**config.mk**
```make
export PLATFORM = sky130hd
export DESIGN_NAME = ordered_selection_set
export DESIGN_NICKNAME = d
export VERILOG_FILES = /design/src/hdl/osset_pkg.sv /design/src/hdl/osset_cell.sv /design/src/hdl/ordered_selection_set.sv
export SDC_FILE = /design/constraint.sdc
export NUM_CORES = 2
export LEC_CHECK = 0
export BUFFER_PORTS_ARGS = -buffer_cell sky130_fd_sc_hd__buf_2
export CORE_MARGIN = 3
export CORE_UTILIZATION = 25
export DETAILED_ROUTE_END_ITERATION = 6
export SLEW_MARGIN = 20
export SYNTH_ARGS = -nofsm -noshare
export SYNTH_HDL_FRONTEND = slang
export SYNTH_HIERARCHICAL = 1
export SYNTH_SLANG_ARGS = --single-unit
```
**constraint.sdc**
```tcl
create_clock -name clock -period 10.1 [get_ports clock]
set_clock_uncertainty 0.2 [all_clocks]
set_input_delay 2.02 -clock clock [delete_from_list [all_inputs] [get_ports clock]]
set_output_delay 2.02 -clock clock [all_outputs]
set_load 0.01 [all_outputs]
```
**src/hdl/osset_pkg.sv**
```systemverilog
`timescale 1ns / 1ps
// ----------------------------------------------------------------------------
// Ordered selection set package
// Sizes, command codes, controller states, the cell control bundle and a
// prefix OR helper.
package osset_pkg;

   localparam int CAPACITY = 64;
   localparam int ID_BITS  = 12;
   localparam int CNT_BITS = $clog2(CAPACITY + 1);
   localparam int CMD_BITS = 3;
   localparam int REQ_ID_BITS = 12;

   typedef enum logic [CMD_BITS-1:0] {
      CMD_QUERY  = 3'd0,
      CMD_ADD    = 3'd1,
      CMD_REMOVE = 3'd2,
      CMD_TOGGLE = 3'd3,
      CMD_CLEAR  = 3'd4
   } cmd_type;

   typedef enum logic [1:0] {
      ST_IDLE,
      ST_CMP,
      ST_UPD
   } state_type;

   // Broadcast from the controller to every cell of the chain.
   typedef struct packed {
      logic               cmp_en;
      logic               shift_en;
      logic               append_en;
      logic [ID_BITS-1:0] id;
   } cell_ctl_type;

   // Inclusive prefix OR: bit i is set when any bit at or below i is set.
   function automatic logic [CAPACITY-1:0] prefix_or(input logic [CAPACITY-1:0] v);
      logic [CAPACITY-1:0] r;
      r = v;
      for (int s = 1; s < CAPACITY; s = s * 2) begin
         r = r | (r << s);
      end
      return r;
   endfunction

endpackage

```
**src/hdl/osset_cell.sv**
```systemverilog
`timescale 1ns / 1ps
// ----------------------------------------------------------------------------
// Ordered selection set cell
// Holds one stored identifier, compares it with the broadcast identifier and
// takes its upper neighbor's value when an entry at or below it is removed.
// ----------------------------------------------------------------------------
module osset_cell (
   input  logic                                clock,
   input  osset_pkg::cell_ctl_type             ctl,
   input  logic                                cell_valid,
   input  logic                                cell_tail,
   input  logic                                shift_sel,
   input  logic [osset_pkg::ID_BITS-1:0]       next_entry,
   output logic [osset_pkg::ID_BITS-1:0]       entry,
   output logic                                match
);

   logic [osset_pkg::ID_BITS-1:0] entry_ff;
   logic [osset_pkg::ID_BITS-1:0] entry_in;
   logic                          match_ff;
   logic                          match_in;

   always_comb begin
      entry_in = entry_ff;
      if (ctl.shift_en && shift_sel) begin
         entry_in = next_entry;
      end else if (ctl.append_en && cell_tail) begin
         entry_in = ctl.id;
      end
      match_in = match_ff;
      if (ctl.cmp_en) begin
         match_in = cell_valid && (entry_ff == ctl.id);
      end
   end

   always_ff @(posedge clock) begin
      entry_ff <= entry_in;
      match_ff <= match_in;
   end

   assign entry = entry_ff;
   assign match = match_ff;

endmodule

```
**src/hdl/ordered_selection_set.sv**
```systemverilog
`timescale 1ns / 1ps
// ----------------------------------------------------------------------------
// Ordered selection set
// A set of distinct identifiers kept in insertion order in a chain of cells,
// with query, add, remove with compaction, toggle and clear commands.
// ----------------------------------------------------------------------------
//
//   Channel | Direction | Handshake            | Payload
//   --------+-----------+----------------------+---------------------------------
//   req     | in        | req_valid/req_stall  | req_cmd, req_item_id
//   rsp     | out       | rsp_valid/rsp_stall  | rsp_is_member, rsp_entry_count,
//           |           |                      | rsp_changed, rsp_full_reject
//
// Each transaction steps through the controller states in order: idle
// captures the request, compare has every cell compare its entry with the
// identifier, and update changes the cells and loads the result register.
// The controller handles one transaction at a time, so the block takes no
// new request until the last one has left the update state. A stalled result
// holds the update state until the result register frees up. Synchronous
// reset empties the set at once; the stored identifiers are not cleared.
//
module ordered_selection_set (
   input  logic                                  clock,
   input  logic                                  reset,
   input  logic                                  req_valid,
   output logic                                  req_stall,
   input  logic [osset_pkg::CMD_BITS-1:0]        req_cmd,
   input  logic [osset_pkg::REQ_ID_BITS-1:0]     req_item_id,
   output logic                                  rsp_valid,
   input  logic                                  rsp_stall,
   output logic                                  rsp_is_member,
   output logic [osset_pkg::CNT_BITS-1:0]        rsp_entry_count,
   output logic                                  rsp_changed,
   output logic                                  rsp_full_reject
);

   localparam int N = osset_pkg::CAPACITY;

   // Controller state and the captured transaction.
   osset_pkg::state_type              state_ff, state_in;
   logic [osset_pkg::CNT_BITS-1:0]    count_ff, count_in;
   osset_pkg::cmd_type                cmd_ff;
   logic [osset_pkg::ID_BITS-1:0]     id_ff;

   // Result register, which lets the next request in while a result waits.
   logic                              rsp_valid_ff, rsp_valid_in;
   logic                              member_ff, member_in;
   logic                              changed_ff, changed_in;
   logic                              reject_ff, reject_in;

   // Chain signals.
   osset_pkg::cell_ctl_type           ctl;
   logic [N-1:0]                      match_vec;
   logic [N-1:0]                      valid_vec;
   logic [N-1:0]                      tail_vec;
   logic [N-1:0]                      shift_vec;
   logic [osset_pkg::ID_BITS-1:0]     entry_vec [N];

   logic                              accept;
   logic                              commit;
   logic                              present;
   logic                              full;

   assign accept    = req_valid && !req_stall;
   assign req_stall = (state_ff != osset_pkg::ST_IDLE);
   assign present   = |match_vec;
   assign full      = (count_ff == osset_pkg::CNT_BITS'(N));

   // A remove moves every entry above the matching cell down by one.
   assign shift_vec = osset_pkg::prefix_or(match_vec);

   // The update cycle completes once the result register can take the result.
   assign commit = (state_ff == osset_pkg::ST_UPD) && (!rsp_valid_ff || !rsp_stall);

   // Capture of the request. The identifier keeps only its low ID_BITS bits.
   always_ff @(posedge clock) begin
      if (accept) begin
         cmd_ff <= osset_pkg::cmd_type'(req_cmd);
         id_ff  <= req_item_id[osset_pkg::ID_BITS-1:0];
      end
   end

   // Next state, count update, cell control and result.
   always_comb begin
      state_in      = state_ff;
      count_in      = count_ff;
      rsp_valid_in  = rsp_valid_ff;
      member_in     = member_ff;
      changed_in    = changed_ff;
      reject_in     = reject_ff;
      ctl.cmp_en    = 1'b0;
      ctl.shift_en  = 1'b0;
      ctl.append_en = 1'b0;
      ctl.id        = id_ff;

      if (rsp_valid_ff && !rsp_stall) begin
         rsp_valid_in = 1'b0;
      end

      unique case (state_ff)
         osset_pkg::ST_IDLE: begin
            if (accept) begin
               state_in = osset_pkg::ST_CMP;
            end
         end
         osset_pkg::ST_CMP: begin
            // Every cell compares its entry with the identifier in parallel.
            ctl.cmp_en = 1'b1;
            state_in   = osset_pkg::ST_UPD;
         end
         osset_pkg::ST_UPD: begin
            if (commit) begin
               state_in     = osset_pkg::ST_IDLE;
               rsp_valid_in = 1'b1;
               member_in    = present;
               changed_in   = 1'b0;
               reject_in    = 1'b0;
               unique case (cmd_ff)
                  osset_pkg::CMD_ADD: begin
                     if (!present) begin
                        if (full) begin
                           reject_in = 1'b1;
                        end else begin
                           ctl.append_en = 1'b1;
                           count_in      = count_ff + 1'b1;
                           member_in     = 1'b1;
                           changed_in    = 1'b1;
                        end
                     end
                  end
                  osset_pkg::CMD_REMOVE: begin
                     member_in = 1'b0;
                     if (present) begin
                        ctl.shift_en = 1'b1;
                        count_in     = count_ff - 1'b1;
                        changed_in   = 1'b1;
                     end
                  end
                  osset_pkg::CMD_TOGGLE: begin
                     // A toggle always reports a change, even when refused.
                     changed_in = 1'b1;
                     if (present) begin
                        ctl.shift_en = 1'b1;
                        count_in     = count_ff - 1'b1;
                        member_in    = 1'b0;
                     end else if (full) begin
                        reject_in = 1'b1;
                     end else begin
                        ctl.append_en = 1'b1;
                        count_in      = count_ff + 1'b1;
                        member_in     = 1'b1;
                     end
                  end
                  osset_pkg::CMD_CLEAR: begin
                     count_in   = '0;
                     member_in  = 1'b0;
                     changed_in = 1'b1;
                  end
                  default: begin
                     // Query and the unused codes leave the set unchanged.
                  end
               endcase
            end
         end
         default: begin
            state_in = osset_pkg::ST_IDLE;
         end
      endcase
   end

   always_ff @(posedge clock) begin
      if (reset) begin
         state_ff     <= osset_pkg::ST_IDLE;
         count_ff     <= '0;
         rsp_valid_ff <= 1'b0;
      end else begin
         state_ff     <= state_in;
         count_ff     <= count_in;
         rsp_valid_ff <= rsp_valid_in;
      end
   end

   always_ff @(posedge clock) begin
      member_ff  <= member_in;
      changed_ff <= changed_in;
      reject_ff  <= reject_in;
   end

   // The chain. Cell i is occupied below the count and is the append slot at
   // the count. The top cell has no upper neighbor and keeps its own value.
   for (genvar i = 0; i < N; i++) begin : g_cell
      logic [osset_pkg::ID_BITS-1:0] upper;

      assign valid_vec[i] = (osset_pkg::CNT_BITS'(i) < count_ff);
      assign tail_vec[i]  = (osset_pkg::CNT_BITS'(i) == count_ff);

      if (i == N - 1) begin : g_top
         assign upper = entry_vec[i];
      end else begin : g_mid
         assign upper = entry_vec[i+1];
      end

      osset_cell u_cell (
         .clock      (clock),
         .ctl        (ctl),
         .cell_valid (valid_vec[i]),
         .cell_tail  (tail_vec[i]),
         .shift_sel  (shift_vec[i]),
         .next_entry (upper),
         .entry      (entry_vec[i]),
         .match      (match_vec[i])
      );
   end

   assign rsp_valid       = rsp_valid_ff;
   assign rsp_is_member   = member_ff;
   assign rsp_entry_count = count_ff;
   assign rsp_changed     = changed_ff;
   assign rsp_full_reject = reject_ff;

   // The count never goes past the number of cells.
   a_count_bound: assert property (@(posedge clock) disable iff (reset)
      count_ff <= osset_pkg::CNT_BITS'(N))
      else $error("entry count exceeds capacity");

   // Stored identifiers are distinct, so at most one occupied cell matches.
   a_single_match: assert property (@(posedge clock) disable iff (reset)
      (state_ff == osset_pkg::ST_UPD) |-> $onehot0(match_vec))
      else $error("more than one cell matches the identifier");

   // A result only appears at the end of an update cycle.
   a_rsp_from_update: assert property (@(posedge clock) disable iff (reset)
      $rose(rsp_valid_ff) |-> $past(state_ff == osset_pkg::ST_UPD))
      else $error("result raised outside an update");

   // A compacting remove drops exactly one entry.
   a_remove_count: assert property (@(posedge clock) disable iff (reset)
      ctl.shift_en |=> (count_ff == $past(count_ff) - 1'b1))
      else $error("remove did not decrement the count");

   // An append only happens with room left.
   a_append_room: assert property (@(posedge clock) disable iff (reset)
      ctl.append_en |-> !full)
      else $error("append into a full set");

endmodule
```
==> reports/metrics.csv <==
stage,metric,value,unit
min_path,holdCritStartpoint,rsp_valid,
sta,fmax,196,MHz
min_path,hold_path_end,rsp_valid,
sta,fin_setup_tns,0,ps
critical_path,r2r_start,g_cell[0].u_cell/match,
cts,numCtsBuffers,98,
cts,hold_buffers,0,
grt,grt_max_degree,129,
power,leakagePower,19.1,nW
layout,fillers,19700,
power,p_total,0.00829,W
run_status,outcome,"finished, violations left",
sta,fin_crit_sh,50.5,%
synthesis,synth_cells,3403,
drt,wl,117,mm
synthesis,ys.flop_type,edfxtp_1,
synthesis,synth_edf_count,850,
drt,drtIter0Drc,1997,
synthesis,ys_top_cells_by_area,"edfxtp_1 52%, mux2_4 18%, xnor2_1 14%, mux2_2 4.4%, nand2_1 2.0%",
drt,vias,27700,
min_path,hp-class,register to register,
critical_path,critPathArrivalTime,5210,ps
critical_path,critPathCaptureType,register,
cts,cts_resized,0,
critical_path,crit_required,10210,ps
power,p_int,0.00644,W
power,p_clk_share,41.8,%
synthesis,synth_seq_cells,860,
die,fp-row-count,162,
power,peakVddDrop,0.121,mV
cts,cts_max_level,3,
cts,clk_pin_slew,60,ps
layout,final_cell_mix,"850 x edfxtp_1, 768 x xnor2_1, 576 x mux2_4",
min_path,hold_depth,2,
placement,numPortBuffers,30,
critical_path,r2r_setup_slack,5000,ps
layout,final_common_cell,edfxtp_1,
power,p_sw,0.00185,W
sta,maxSlewHeadroom,-4.08,%
synthesis,syn_nets,3427,
grt,grt_overflow,0,
sta,min_period,5100,ps
layout,antennaDiodeCount,0,
sta,rsz0062_at_grt,false,
synthesis,synth.distinct_cells,56,
cts,cts_tree,built,
power,seqPwrFrac,48.5,%
die,die_h,450,um
drt,drc,0,
run_status,failed_checks,max-slew violations,
grt,grt.total_usage,11.3,%
sta,slew_violations,32,
cts,clk_latency,680,ps
drt,wl_per_cell,19.0,um
cts,clock_sinks,860,
drt,viasPerCell,4.48,
critical_path,worstPathMaxFanout,64,
critical_path,start_kind,register,
layout,layout-drive-gt1-share,31.8,%
critical_path,worstRegToRegCells,11,
synthesis,synth_area_leader_cell,edfxtp_1,
grt,grt_pass1_wl,179,mm
power,combPwrFrac,9.7,%
sta,tightest_slew,1560,ps
cts,cts_max_path_buffers,3,
synthesis,syn_area_per_cell,14.5,um^2
flow_run,drv_cap,0,
placement,gp_congestion,0.811,
critical_path,path_class,register to register,
layout,finalNetCount,3502,
synthesis,synth_async_sr_flop_share,0,%
synthesis,yosysSeqAreaShare,52.2,%
die,start_util,25.2,%
layout,synthToLayoutAreaGrowth,12.4,%
die,fp.coreArea,195000,um^2
power,p_per_area,150,nW/um^2
synthesis,synthesis.area,49300,um^2
power,netSwitchingFraction,22.3,%
grt,antenna_found_initial,1,
sta,hold_violations,0,
placement,post-dp-hpwl,76.1,mm
die,die_area,202000,um^2
grt,grt_pass1_vias,28400,
drt,dr.pass1.iters,5,
sta,setup_violations,0,
synthesis,synth_top_area_share,51.8,%
critical_path,r2r-end,g_cell[21].u_cell/entry[9],
drt,ant_nets,0,
cts,clockRootBuffer,clkbuf_16,
synthesis,ys_warn_count,6,
die,pin_count,31,
die,chipWidth,450,um
cts,post_cts_buffers,0,
## logic make-up (layout without fill, tap and decap cells)
group	after synthesis	count (layout)	synth area share, %
AND/OR/NAND/NOR	797	797	9.06
AO/OA/AOI/OAI	86	86	1.06
adder cells (fa/ha/maj)	5	5	0.127
XOR/XNOR	768	768	13.7
buffers and inverters	118	266	1.90
flip-flops	860	860	52.2
multiplexers	769	769	22.0
## power groups by stage
stage | logic, W | registers (W) | clock network, W
3_3_place_gp | 0.000788 | 0.00409 | 0
5_1_grt | 0.000859 | 0.00402 | 0.00370
2_1_floorplan | 0.000644 | 0.00418 | 0
3_5_place_dp | 0.000798 | 0.00409 | 0
6_report | 0.000804 | 0.00402 | 0.00347
4_1_cts | 0.000805 | 0.00402 | 0.00356
## per-stage QoR
step	area [um^2]	setup slack [ps]	hold slack [ps]	instances	util (%)
global placement	52300	4490	319	6002	26.7
global route	55300	4780	353	6175	28.3
finish	55300	5000	317	6175	28.3
detailed placement	52300	4520	314	6002	26.7
floorplan	49300	319	266	3403	-
CTS	55300	5000	320	6175	28.3
## flip-flops by register name, summed over array words and instances (netlist names), 2 cells and up
name                 count
rsp_entry_count          7
state_ff                 2
g_cell.u_cell/entry    768
id_ff                   12
g_cell.u_cell/match     64
cmd_ff                   3
## final cells by class
| class | instances | area [um^2] | area share [%] |
|---|---|---|---|
| Sequential cell | 860 | 25700 | 46.5 |
| Multi-Input combinational cell | 2425 | 22600 | 40.9 |
| Tap cell | 2624 | 3280 | 5.93 |
| Clock buffer | 126 | 2660 | 4.81 |
| Timing Repair Buffer | 70 | 538 | 0.972 |
| Clock inverter | 47 | 418 | 0.755 |
| Inverter | 23 | 88.8 | 0.161 |
## worst max path at each step
stage	from	to	slack, ps	cells past startpoint
3_5_place_dp	rsp_stall	g_cell[28].u_cell/entry[1]	4520	8
4_1_cts	g_cell[0].u_cell/match	g_cell[21].u_cell/entry[9]	5000	11
3_3_place_gp	rsp_stall	g_cell[27].u_cell/entry[0]	4490	8
5_1_grt	g_cell[0].u_cell/match	g_cell[23].u_cell/entry[9]	4780	11
6_report	g_cell[0].u_cell/match	g_cell[21].u_cell/entry[9]	5000	11
2_1_floorplan	rsp_stall	g_cell[0].u_cell/entry[0]	320	6
## layer usage
metal  share of wire (%)  up-vias  GRT usage [%]  wire length, um
met2                  46      764           18.2            54200
met3                 5.8      189           2.12             6770
met1                  45    14000           15.2            53000
met5                   0        -              0                0
li1                    -    12700              -                -
met4                 2.9        0           3.39             3390
## synthesized netlist by cell type (11+ instances only)
cell type	count
a21oi_1	11
buf_6	65
clkbuf_1	27
edfxtp_1	850
inv_1	22
mux2_2	192
mux2_4	576
nand2_1	257
nand2_2	64
nand3_1	82
nand4_1	129
nor2_1	80
nor3_1	36
nor4_2	64
o21ai_0	41
or2_2	19
or3_1	18
xnor2_1	768
## critical path, stage by stage (launching register included)
cell,delay [ps]
edfxtp_1,450
or4_4,620
nor4_4,410
and3_1,250
buf_4,240
inv_4,120
nor3_1,530
nand3_1,260
nor2_4,150
buf_4,610
nand2_1,380
nand2_1,470
(Power assumes the default switching activity.)
